==> config.mk <==
export PLATFORM = sky130hd
export DESIGN_NAME = gyro_angle_and_mag_range_tracker
export DESIGN_NICKNAME = d
export VERILOG_FILES = /design/src/rtl/gamt_pkg.sv /design/src/rtl/gamt_angle.sv /design/src/rtl/gamt_div.sv /design/src/rtl/gyro_angle_and_mag_range_tracker.sv
export SDC_FILE = /design/constraint.sdc
export NUM_CORES = 2
export LEC_CHECK = 0
export BUFFER_PORTS_ARGS = -buffer_cell sky130_fd_sc_hd__buf_4
export CORE_UTILIZATION = 57
export CTS_CLUSTER_DIAMETER = 40
export CTS_CLUSTER_SIZE = 10
export DETAILED_ROUTE_END_ITERATION = 16
export GPL_TIMING_DRIVEN = 1
export PLACE_DENSITY_LB_ADDON = 0.15
export SLEW_MARGIN = 20
export SYNTH_ARGS = -nofsm -noshare
export SYNTH_HDL_FRONTEND = slang
export SYNTH_SLANG_ARGS = --single-unit
export TNS_END_PERCENT = 1
==> constraint.sdc <==
create_clock -name clk -period 11.05 [get_ports clk]
set_clock_uncertainty 0.1 [all_clocks]
set_input_delay 1.6575 -clock clk [delete_from_list [all_inputs] [get_ports clk]]
set_output_delay 1.6575 -clock clk [all_outputs]
set_load 0.01 [all_outputs]
==> src/rtl/gamt_pkg.sv <==
// Shared constants and types for the gyro angle and magnetometer range tracker.
package gamt_pkg;

  localparam int MAG_WIDTH_DEF = 16;
  localparam int FRAC_BITS_DEF = 16;

  // gyro step carries ten integer bits, the wrapped angle nine
  localparam int GYRO_EXTRA  = 10;
  localparam int ANGLE_EXTRA = 9;
  localparam int TURN_DEG    = 360;

  localparam int SUM_EXTRA = 32;
  localparam int CNT_W     = 31;
  localparam logic [CNT_W-1:0] HALVE_LIMIT = CNT_W'(1) << 30;

  localparam int WARM_W     = 16;
  localparam int AXIS_W     = 2;
  localparam int CFG_IDX_W  = 2;
  localparam int CFG_DATA_W = 16;
  localparam logic [WARM_W-1:0] WARMUP_RESET = WARM_W'(1000);

  typedef enum logic [CFG_IDX_W-1:0] {
    REG_WARMUP = 2'd0,
    REG_AXIS   = 2'd1
  } cfg_reg_t;

  typedef logic [AXIS_W-1:0] axis_sel_t;
  localparam axis_sel_t AXIS_Y = 2'd1;
  localparam axis_sel_t AXIS_Z = 2'd2;

endpackage

==> src/rtl/gamt_angle.sv <==
// One angle accumulator: add a gyro step, then fold back into one turn.
module gamt_angle #(
  parameter int FRAC_BITS = gamt_pkg::FRAC_BITS_DEF
) (
  input  logic                                            clk,
  input  logic                                            rst_n,
  input  logic                                            load,
  input  logic                                            fix_en,
  input  logic signed [FRAC_BITS+gamt_pkg::GYRO_EXTRA-1:0] step,
  output logic [FRAC_BITS+gamt_pkg::ANGLE_EXTRA-1:0]       angle
);
  import gamt_pkg::*;

  localparam int GYRO_W  = FRAC_BITS + GYRO_EXTRA;
  localparam int ANGLE_W = FRAC_BITS + ANGLE_EXTRA;
  localparam int WORK_W  = GYRO_W + 1;
  localparam logic signed [WORK_W-1:0] TURN = WORK_W'(TURN_DEG) << FRAC_BITS;

  logic signed [WORK_W-1:0] acc_r, acc_nxt;

  // a sum can sit up to two turns out of range; each fix step moves one turn
  always_comb begin
    acc_nxt = acc_r;
    if (load) begin
      acc_nxt = acc_r + WORK_W'(step);
    end else if (fix_en) begin
      if (acc_r < 0) begin
        acc_nxt = acc_r + TURN;
      end else if (acc_r >= TURN) begin
        acc_nxt = acc_r - TURN;
      end
    end
  end

  always_ff @(posedge clk) begin
    if (!rst_n) begin
      acc_r <= '0;
    end else begin
      acc_r <= acc_nxt;
    end
  end

  assign angle = acc_r[ANGLE_W-1:0];

endmodule

==> src/rtl/gamt_div.sv <==
// Bit-serial restoring divider: signed sum over unsigned count, truncated toward zero.
module gamt_div #(
  parameter int SUM_W = gamt_pkg::MAG_WIDTH_DEF + gamt_pkg::SUM_EXTRA,
  parameter int QUO_W = gamt_pkg::MAG_WIDTH_DEF + 1
) (
  input  logic                             clk,
  input  logic                             rst_n,
  input  logic                             start,
  input  logic signed [SUM_W-1:0]          dividend,
  input  logic [gamt_pkg::CNT_W-1:0]       divisor,
  output logic                             done,
  output logic signed [QUO_W-1:0]          quotient
);
  import gamt_pkg::*;

  localparam int REM_W  = CNT_W + 1;
  localparam int STEP_W = $clog2(QUO_W);

  logic [SUM_W-1:0]  mag;
  logic [REM_W-1:0]  rem_r;
  logic [QUO_W-1:0]  dq_r;
  logic [CNT_W-1:0]  div_r;
  logic [STEP_W-1:0] step_r;
  logic              neg_r;
  logic              busy_r;
  logic              done_r;
  logic [REM_W-1:0]  trial;
  logic              fits;

  assign mag   = dividend[SUM_W-1] ? SUM_W'(-dividend) : SUM_W'(dividend);
  // shift the next dividend bit in from the top of the quotient register
  assign trial = {rem_r[REM_W-2:0], dq_r[QUO_W-1]};
  assign fits  = trial >= {1'b0, div_r};

  always_ff @(posedge clk) begin
    if (!rst_n) begin
      busy_r <= 1'b0;
      done_r <= 1'b0;
      step_r <= '0;
    end else begin
      done_r <= 1'b0;
      if (start) begin
        busy_r <= 1'b1;
        step_r <= STEP_W'(QUO_W - 1);
      end else if (busy_r) begin
        step_r <= step_r - 1'b1;
        if (step_r == '0) begin
          busy_r <= 1'b0;
          done_r <= 1'b1;
        end
      end
    end
  end

  always_ff @(posedge clk) begin
    if (start) begin
      rem_r <= REM_W'(mag >> QUO_W);
      dq_r  <= mag[QUO_W-1:0];
      div_r <= divisor;
      neg_r <= dividend[SUM_W-1];
    end else if (busy_r) begin
      rem_r <= fits ? trial - {1'b0, div_r} : trial;
      dq_r  <= {dq_r[QUO_W-2:0], fits};
    end
  end

  assign done     = done_r;
  assign quotient = neg_r ? -$signed(dq_r) : $signed(dq_r);

endmodule

==> src/rtl/gyro_angle_and_mag_range_tracker.sv <==
// Top level: gyro angle integration and magnetometer min/avg/max tracking.
//
//  channel | direction | handshake           | payload
//  in_     | input     | in_valid / in_stall  | gyro_vld, gyro_x/y/z, mag_vld, mag_x/y/z
//  out_    | output    | out_valid / out_stall| angle_x/y/z, stats_report/ready, stat_min/avg/max
//  cfg_    | input     | cfg_valid / cfg_ready| cfg_index, cfg_data
//
// Each request passes from accept to result through the start, divide and final states;
// the bit-serial divider forms the average one quotient bit a cycle.
// Angle wrap-around runs alongside the divider and is done well before it.
// Reset is synchronous and clears angles, warmup count and all statistics.
// A new request is taken while the previous result still waits on out_stall;
// it then holds in the final state until the output register frees.
module gyro_angle_and_mag_range_tracker #(
  parameter int MAG_WIDTH = gamt_pkg::MAG_WIDTH_DEF,
  parameter int FRAC_BITS = gamt_pkg::FRAC_BITS_DEF
) (
  input  logic                                            clk,
  input  logic                                            rst_n,
  input  logic                                            in_valid,
  output logic                                            in_stall,
  input  logic                                            in_gyro_vld,
  input  logic signed [FRAC_BITS+gamt_pkg::GYRO_EXTRA-1:0] in_gyro_x,
  input  logic signed [FRAC_BITS+gamt_pkg::GYRO_EXTRA-1:0] in_gyro_y,
  input  logic signed [FRAC_BITS+gamt_pkg::GYRO_EXTRA-1:0] in_gyro_z,
  input  logic                                            in_mag_vld,
  input  logic signed [MAG_WIDTH-1:0]                     in_mag_x,
  input  logic signed [MAG_WIDTH-1:0]                     in_mag_y,
  input  logic signed [MAG_WIDTH-1:0]                     in_mag_z,
  output logic                                            out_valid,
  input  logic                                            out_stall,
  output logic [FRAC_BITS+gamt_pkg::ANGLE_EXTRA-1:0]       out_angle_x,
  output logic [FRAC_BITS+gamt_pkg::ANGLE_EXTRA-1:0]       out_angle_y,
  output logic [FRAC_BITS+gamt_pkg::ANGLE_EXTRA-1:0]       out_angle_z,
  output logic                                            out_stats_report,
  output logic                                            out_stats_ready,
  output logic signed [MAG_WIDTH-1:0]                     out_stat_min,
  output logic signed [MAG_WIDTH-1:0]                     out_stat_avg,
  output logic signed [MAG_WIDTH-1:0]                     out_stat_max,
  input  logic                                            cfg_valid,
  output logic                                            cfg_ready,
  input  logic [gamt_pkg::CFG_IDX_W-1:0]                  cfg_index,
  input  logic [gamt_pkg::CFG_DATA_W-1:0]                 cfg_data
);
  import gamt_pkg::*;

  localparam int GYRO_W  = FRAC_BITS + GYRO_EXTRA;
  localparam int ANGLE_W = FRAC_BITS + ANGLE_EXTRA;
  localparam int SUM_W   = MAG_WIDTH + SUM_EXTRA;
  localparam int QUO_W   = MAG_WIDTH + 1;
  localparam logic [ANGLE_W-1:0] TURN = ANGLE_W'(TURN_DEG) << FRAC_BITS;

  typedef enum logic [1:0] {S_IDLE, S_START, S_DIVIDE, S_FIN} state_t;

  state_t state_r;

  logic [WARM_W-1:0] warmup_r;
  axis_sel_t         axis_r;
  logic [1:0]        ax;

  logic                    in_acc;
  logic                    mag_report_r;
  logic signed [MAG_WIDTH-1:0] mag_v [3];
  logic signed [GYRO_W-1:0]    gyro_v [3];
  logic [ANGLE_W-1:0]          angle_v [3];

  logic [WARM_W-1:0]           warm_cnt_r, warm_cnt_nxt;
  logic [CNT_W-1:0]            cnt_r, cnt_nxt, cnt_inc;
  logic signed [MAG_WIDTH-1:0] min_r [3], min_nxt [3];
  logic signed [MAG_WIDTH-1:0] max_r [3], max_nxt [3];
  logic signed [SUM_W-1:0]     sum_r [3], sum_nxt [3], sum_add [3];
  logic                        halve;

  logic                    div_start;
  logic                    div_done;
  logic signed [QUO_W-1:0] div_quo;

  assign in_acc    = in_valid && !in_stall;
  assign in_stall  = state_r != S_IDLE;
  assign cfg_ready = 1'b1;
  assign div_start = state_r == S_START;

  assign mag_v[0]  = in_mag_x;
  assign mag_v[1]  = in_mag_y;
  assign mag_v[2]  = in_mag_z;
  assign gyro_v[0] = in_gyro_x;
  assign gyro_v[1] = in_gyro_y;
  assign gyro_v[2] = in_gyro_z;

  always_comb begin
    unique case (axis_r)
      AXIS_Y:  ax = 2'd1;
      AXIS_Z:  ax = 2'd2;
      default: ax = 2'd0;
    endcase
  end

  always_ff @(posedge clk) begin
    if (!rst_n) begin
      warmup_r <= WARMUP_RESET;
      axis_r   <= '0;
    end else if (cfg_valid && cfg_ready) begin
      unique case (cfg_index)
        REG_WARMUP: warmup_r <= cfg_data[WARM_W-1:0];
        REG_AXIS:   axis_r   <= cfg_data[AXIS_W-1:0];
        default:    ;
      endcase
    end
  end

  genvar g;
  generate
    for (g = 0; g < 3; g++) begin : g_angle
      gamt_angle #(
        .FRAC_BITS (FRAC_BITS)
      ) u_angle (
        .clk    (clk),
        .rst_n  (rst_n),
        .load   (in_acc && in_gyro_vld),
        .fix_en (state_r != S_IDLE),
        .step   (gyro_v[g]),
        .angle  (angle_v[g])
      );
    end
  endgenerate

  // statistics update happens in the accept cycle
  always_comb begin
    warm_cnt_nxt = warm_cnt_r;
    cnt_nxt      = cnt_r;
    cnt_inc      = cnt_r + 1'b1;
    halve        = cnt_inc > HALVE_LIMIT;
    for (int i = 0; i < 3; i++) begin
      min_nxt[i] = min_r[i];
      max_nxt[i] = max_r[i];
      sum_nxt[i] = sum_r[i];
      sum_add[i] = sum_r[i] + SUM_W'(mag_v[i]);
    end
    if (in_acc && in_mag_vld) begin
      if (warm_cnt_r < warmup_r) begin
        warm_cnt_nxt = warm_cnt_r + 1'b1;
      end else begin
        cnt_nxt = halve ? cnt_inc >> 1 : cnt_inc;
        for (int i = 0; i < 3; i++) begin
          if (cnt_r == '0 || mag_v[i] < min_r[i]) begin
            min_nxt[i] = mag_v[i];
          end
          if (cnt_r == '0 || mag_v[i] > max_r[i]) begin
            max_nxt[i] = mag_v[i];
          end
          sum_nxt[i] = halve ? sum_add[i] >>> 1 : sum_add[i];
        end
      end
    end
  end

  always_ff @(posedge clk) begin
    if (!rst_n) begin
      warm_cnt_r <= '0;
      cnt_r      <= '0;
      for (int i = 0; i < 3; i++) begin
        min_r[i] <= '0;
        max_r[i] <= '0;
        sum_r[i] <= '0;
      end
    end else begin
      warm_cnt_r <= warm_cnt_nxt;
      cnt_r      <= cnt_nxt;
      for (int i = 0; i < 3; i++) begin
        min_r[i] <= min_nxt[i];
        max_r[i] <= max_nxt[i];
        sum_r[i] <= sum_nxt[i];
      end
    end
  end

  gamt_div #(
    .SUM_W (SUM_W),
    .QUO_W (QUO_W)
  ) u_div (
    .clk      (clk),
    .rst_n    (rst_n),
    .start    (div_start),
    .dividend (sum_r[ax]),
    .divisor  (cnt_r),
    .done     (div_done),
    .quotient (div_quo)
  );

  always_ff @(posedge clk) begin
    if (!rst_n) begin
      state_r   <= S_IDLE;
      out_valid <= 1'b0;
    end else begin
      // in the final state the output register is reloaded whenever it frees
      if (!out_stall && state_r != S_FIN) begin
        out_valid <= 1'b0;
      end
      unique case (state_r)
        S_IDLE: begin
          if (in_acc) begin
            state_r      <= S_START;
            mag_report_r <= in_mag_vld;
          end
        end
        S_START: state_r <= S_DIVIDE;
        S_DIVIDE: begin
          if (div_done) begin
            state_r <= S_FIN;
          end
        end
        S_FIN: begin
          // hold the finished request until the output register frees
          if (!out_valid || !out_stall) begin
            state_r          <= S_IDLE;
            out_valid        <= 1'b1;
            out_angle_x      <= angle_v[0];
            out_angle_y      <= angle_v[1];
            out_angle_z      <= angle_v[2];
            out_stats_report <= mag_report_r;
            out_stats_ready  <= cnt_r != '0;
            out_stat_min     <= min_r[ax];
            out_stat_max     <= max_r[ax];
            out_stat_avg     <= (cnt_r == '0) ? '0 : div_quo[MAG_WIDTH-1:0];
          end
        end
      endcase
    end
  end

`ifndef SYNTH
  a_count_bound: assert property (@(posedge clk) disable iff (!rst_n)
    cnt_r <= HALVE_LIMIT)
    else $error("sample count above halving limit");

  a_not_ready_zero: assert property (@(posedge clk) disable iff (!rst_n)
    out_valid && !out_stats_ready |->
      out_stat_min == '0 && out_stat_avg == '0 && out_stat_max == '0)
    else $error("statistics nonzero before any counted sample");

  a_angle_range: assert property (@(posedge clk) disable iff (!rst_n)
    out_valid |-> out_angle_x < TURN && out_angle_y < TURN && out_angle_z < TURN)
    else $error("angle outside one turn");

  a_div_done_state: assert property (@(posedge clk) disable iff (!rst_n)
    div_done |-> state_r == S_DIVIDE)
    else $error("divider finished outside divide state");

  a_accept_start: assert property (@(posedge clk) disable iff (!rst_n)
    in_acc |=> state_r == S_START)
    else $error("accepted request did not start");
`endif

endmodule

==> results.tsv <==
metric	value	unit
post-synthesis xor/xnor area fraction	6.47	%
warnings from Yosys	0	
Worst Path Required	11.34	ns
detailed placer's ending HPWL	92100	µm
P per Cell Area	183	nW/µm²
count of state elements after synthesis	602	
number of library cell types mapped by synthesis	99	
number of enable-type register cells in the synthesized netlist	206	
Worst IR Drop VDD	0.176	mV
GRT Overall Usage	31.6	%
final total negative setup slack	0	ns
Clock Power Share	37.6	%
vias per std cell	6.16	
final routed wirelength across all metal layers	130000	µm
part of the total power dissipated in combinational logic	30.9	%
RePlAce Congestion	0.960	
number of DRC markers in iteration 0	4023	
maximum fanout along the worst path	59	
total clock buffers created by CTS	109	
largest area contributor in the synthesized netlist	sky130_fd_sc_hd__dfxtp_1	
initial antenna violation count	1	
die width	281	µm
total grt overflow	0	
achievable frequency	196	MHz
RSZ-0062 raised after global routing	false	
final std cells w/o fill	6626	
internal power component	6.12	mW
post-synthesis simple-gate area fraction	17.4	%
net switching fraction of the power	34.2	%
global-route wire length before repair	201000	µm
main combinational cell family by area after synthesis	compound AO/OA/AOI/OAI gates	
worst slew margin relative to its limit	22.2	%
count of endpoints failing setup in the final report	0	
site row count	102	
area taken by flip-flops and latches	14100	µm²
router iterations before antenna repair	5	
share of the core filled with cells in the final layout	65.8	%
Hold Crit Class	flop to flop	
final antenna-violating net count	0	
number of top-level pins	279	
placeable core area	77300	µm²
Hold-fix buffers, CTS	0	
fraction of final layout cells with drive strength greater than 1	10.5	%
via count of the first global-routing pass	37000	
proportion of synthesized area in mux cells	6.19	%
Area contributors post-synth	sky130_fd_sc_hd__dfxtp_1 18%, sky130_fd_sc_hd__edfxtp_1 14%, sky130_fd_sc_hd__ha_1 11%	
area fraction in compound gates after synthesis	22.4	%
routed wirelength normalized by instance count	19.6	µm
Max-Cap Viols	0	
number of buffers between clock root and the deepest sink	3	
area used by multi-input combinational logic	28300	µm²
fraction of power consumed by sequential logic	31.4	%
Critical Path Start Type	flop	
classification of the worst setup path	flop to flop	
Vert. Die Dim	281	µm
Synth Instances	5357	
average size of a mapped cell	8.31	µm²
deepest level of the CTS H-tree	3	
total clock sinks	602	
outcome	completed	
portion of the post-synthesis area used by sequential elements	31.7	%
Area Overhead vs Synth	14.4	%
Worst Tran Pin Value	1.17	ns
total count of hold-check failures in the final report	0	
post-CTS sizing	0	
most used flip-flop cell after synthesis	sky130_fd_sc_hd__dfxtp_1	
cell count after placement	6416	
number of nets in the layout	6022	
leading post-synthesis cells by instance count	522 x sky130_fd_sc_hd__a21oi_1, 521 x sky130_fd_sc_hd__nor2_1, 512 x sky130_fd_sc_hd__nand2_1, 396 x sky130_fd_sc_hd__dfxtp_1, 375 x sky130_fd_sc_hd__ha_1	
most common cell in the netlist	sky130_fd_sc_hd__a21oi_1	
sw power	3.18	mW
# Post-CTS Setup Buffers	0	
largest net degree at the start of global routing	151	
final routed DRC violation total	0	
adder-cell share of the synthesized area	10.9	%
clock tree from TritonCTS	built	
final clock period utilization by the worst path	46.2	%
total nets after synthesis	5890	
antenna cells	0	
standby leakage power	21.0	nW
async set-or-reset flop fraction in the synthesized netlist	0	%
total power consumption of the routed design	9.30	mW
Yosys top cell area share	17.8	%
worst endpoint data arrival time	5.40	ns
Setup crit end kind	flop	
via total after detailed routing	40800	
fill count	6577	
cell chosen for the clock root	sky130_fd_sc_hd__clkbuf_16	
Tmin final	5.11	ns
source-to-sink clock delay at the later pin of the worst-skew pair	0.67	ns
PortBufs	277	
count of final max-slew check failures	0	
clock-pin transition on the worst setup and hold timing paths	0.05	ns
die outline area	79200	µm²
Initial Util	57.5	%
post-synthesis instance area	44500	µm²
worst paths after layout:
check                from          endpoint  slack (ns)  cells after the start
min reg2reg  mag_report_r  out_stats_report        0.33                      0
max reg2reg     axis_r[1]   u_div.rem_r[26]        5.94                     10
min          mag_report_r  out_stats_report        0.33                      0
max             axis_r[1]   u_div.rem_r[26]        5.94                     10
logic make-up (layout without fill, tap and decap cells):
| kind of cell | Yosys count | count (layout) |
|---|---|---|
| adder cells (fa/ha/maj) | 382 | 382 |
| other | 1 | 1 |
| AND/OR/NAND/NOR | 1662 | 1662 |
| buffers and inverters | 538 | 767 |
| multiplexers | 273 | 273 |
| flip-flops | 602 | 602 |
| XOR/XNOR | 329 | 329 |
| AO/OA/AOI/OAI | 1570 | 1570 |
through the flow:
stage	instance area (µm²)	hold WS [ns]	setup WS (ns)
after floorplan	44500	0.300	1.74
after global placement	47000	0.309	5.70
after detailed placement	47000	0.320	5.75
after CTS	50900	0.339	6.01
after global routing	50900	0.341	5.74
final	50900	0.335	5.94
layout by cell type, fill, tap and decap left out, drive strengths merged, types with 46 or more instances in the layout:
cell | netlist | routed
buf | 100 | 310
xnor2 | 187 | 187
a21oi | 522 | 522
a211oi | 131 | 131
dfxtp | 396 | 396
nand3 | 120 | 120
clkbuf | 189 | 141
mux2i | 257 | 257
o211ai | 48 | 48
nand2 | 513 | 513
nor3 | 110 | 110
a31oi | 67 | 67
edfxtp | 206 | 206
nand4 | 71 | 71
nor2 | 522 | 522
xor2 | 142 | 142
a21o | 168 | 168
nor2b | 56 | 56
ha | 375 | 375
o21ai | 305 | 305
o21a | 48 | 48
and3 | 46 | 46
inv | 249 | 272
sequential cells by signal, indices dropped and copies added, names as in the netlist, 17 cells and up:
register               count
sum_r                    144
g_angle.u_angle.acc_r     81
max_r                     48
min_r                     48
cnt_r                     31
u_div.div_r               31
u_div.rem_r               31
out_angle_x               25
out_angle_y               25
out_angle_z               25
u_div.dq_r                17
power groups by stage:
stage               logic, mW  registers (mW)  clock network [mW]
finish                   2.88            2.92                3.50
global placement         2.77            2.95                   0
global route             3.20            2.96                3.63
CTS                      2.86            2.92                3.53
floorplan                2.20            2.88                   0
detailed placement       2.83            2.96                   0
worst max-delay path: stages (launching register included):
cell and delay [ns]:
sky130_fd_sc_hd__dfxtp_4 0.87, sky130_fd_sc_hd__buf_4 0.78, sky130_fd_sc_hd__mux2i_1 0.28, sky130_fd_sc_hd__mux2i_1 0.21, sky130_fd_sc_hd__nor4_2 0.42, sky130_fd_sc_hd__or4b_2 0.72
sky130_fd_sc_hd__nor4_2 0.68, sky130_fd_sc_hd__nand2_1 0.19, sky130_fd_sc_hd__o21ai_1 0.19, sky130_fd_sc_hd__xor2_1 0.20, sky130_fd_sc_hd__a22oi_1 0.11
metal layers:
layer  vias to the layer above  track usage, %  part of all wire [%]
met5                         -               0                     0
li1                      19900               -                     -
met4                         0            8.29                   2.0
met1                     19200            46.7                    46
met2                      1569            47.2                    43
met3                       183            5.16                   9.0
layout make-up:
type	count	area share [%]
flip-flops and latches	602	27.7
clock buffers	141	6.16
repair buffers	310	4.67
multi-input cells	4217	55.6
clock inverters	67	1.47
inverters	249	1.85
well taps	1040	2.56
No activity file was read; power rests on OpenSTA's default activity.
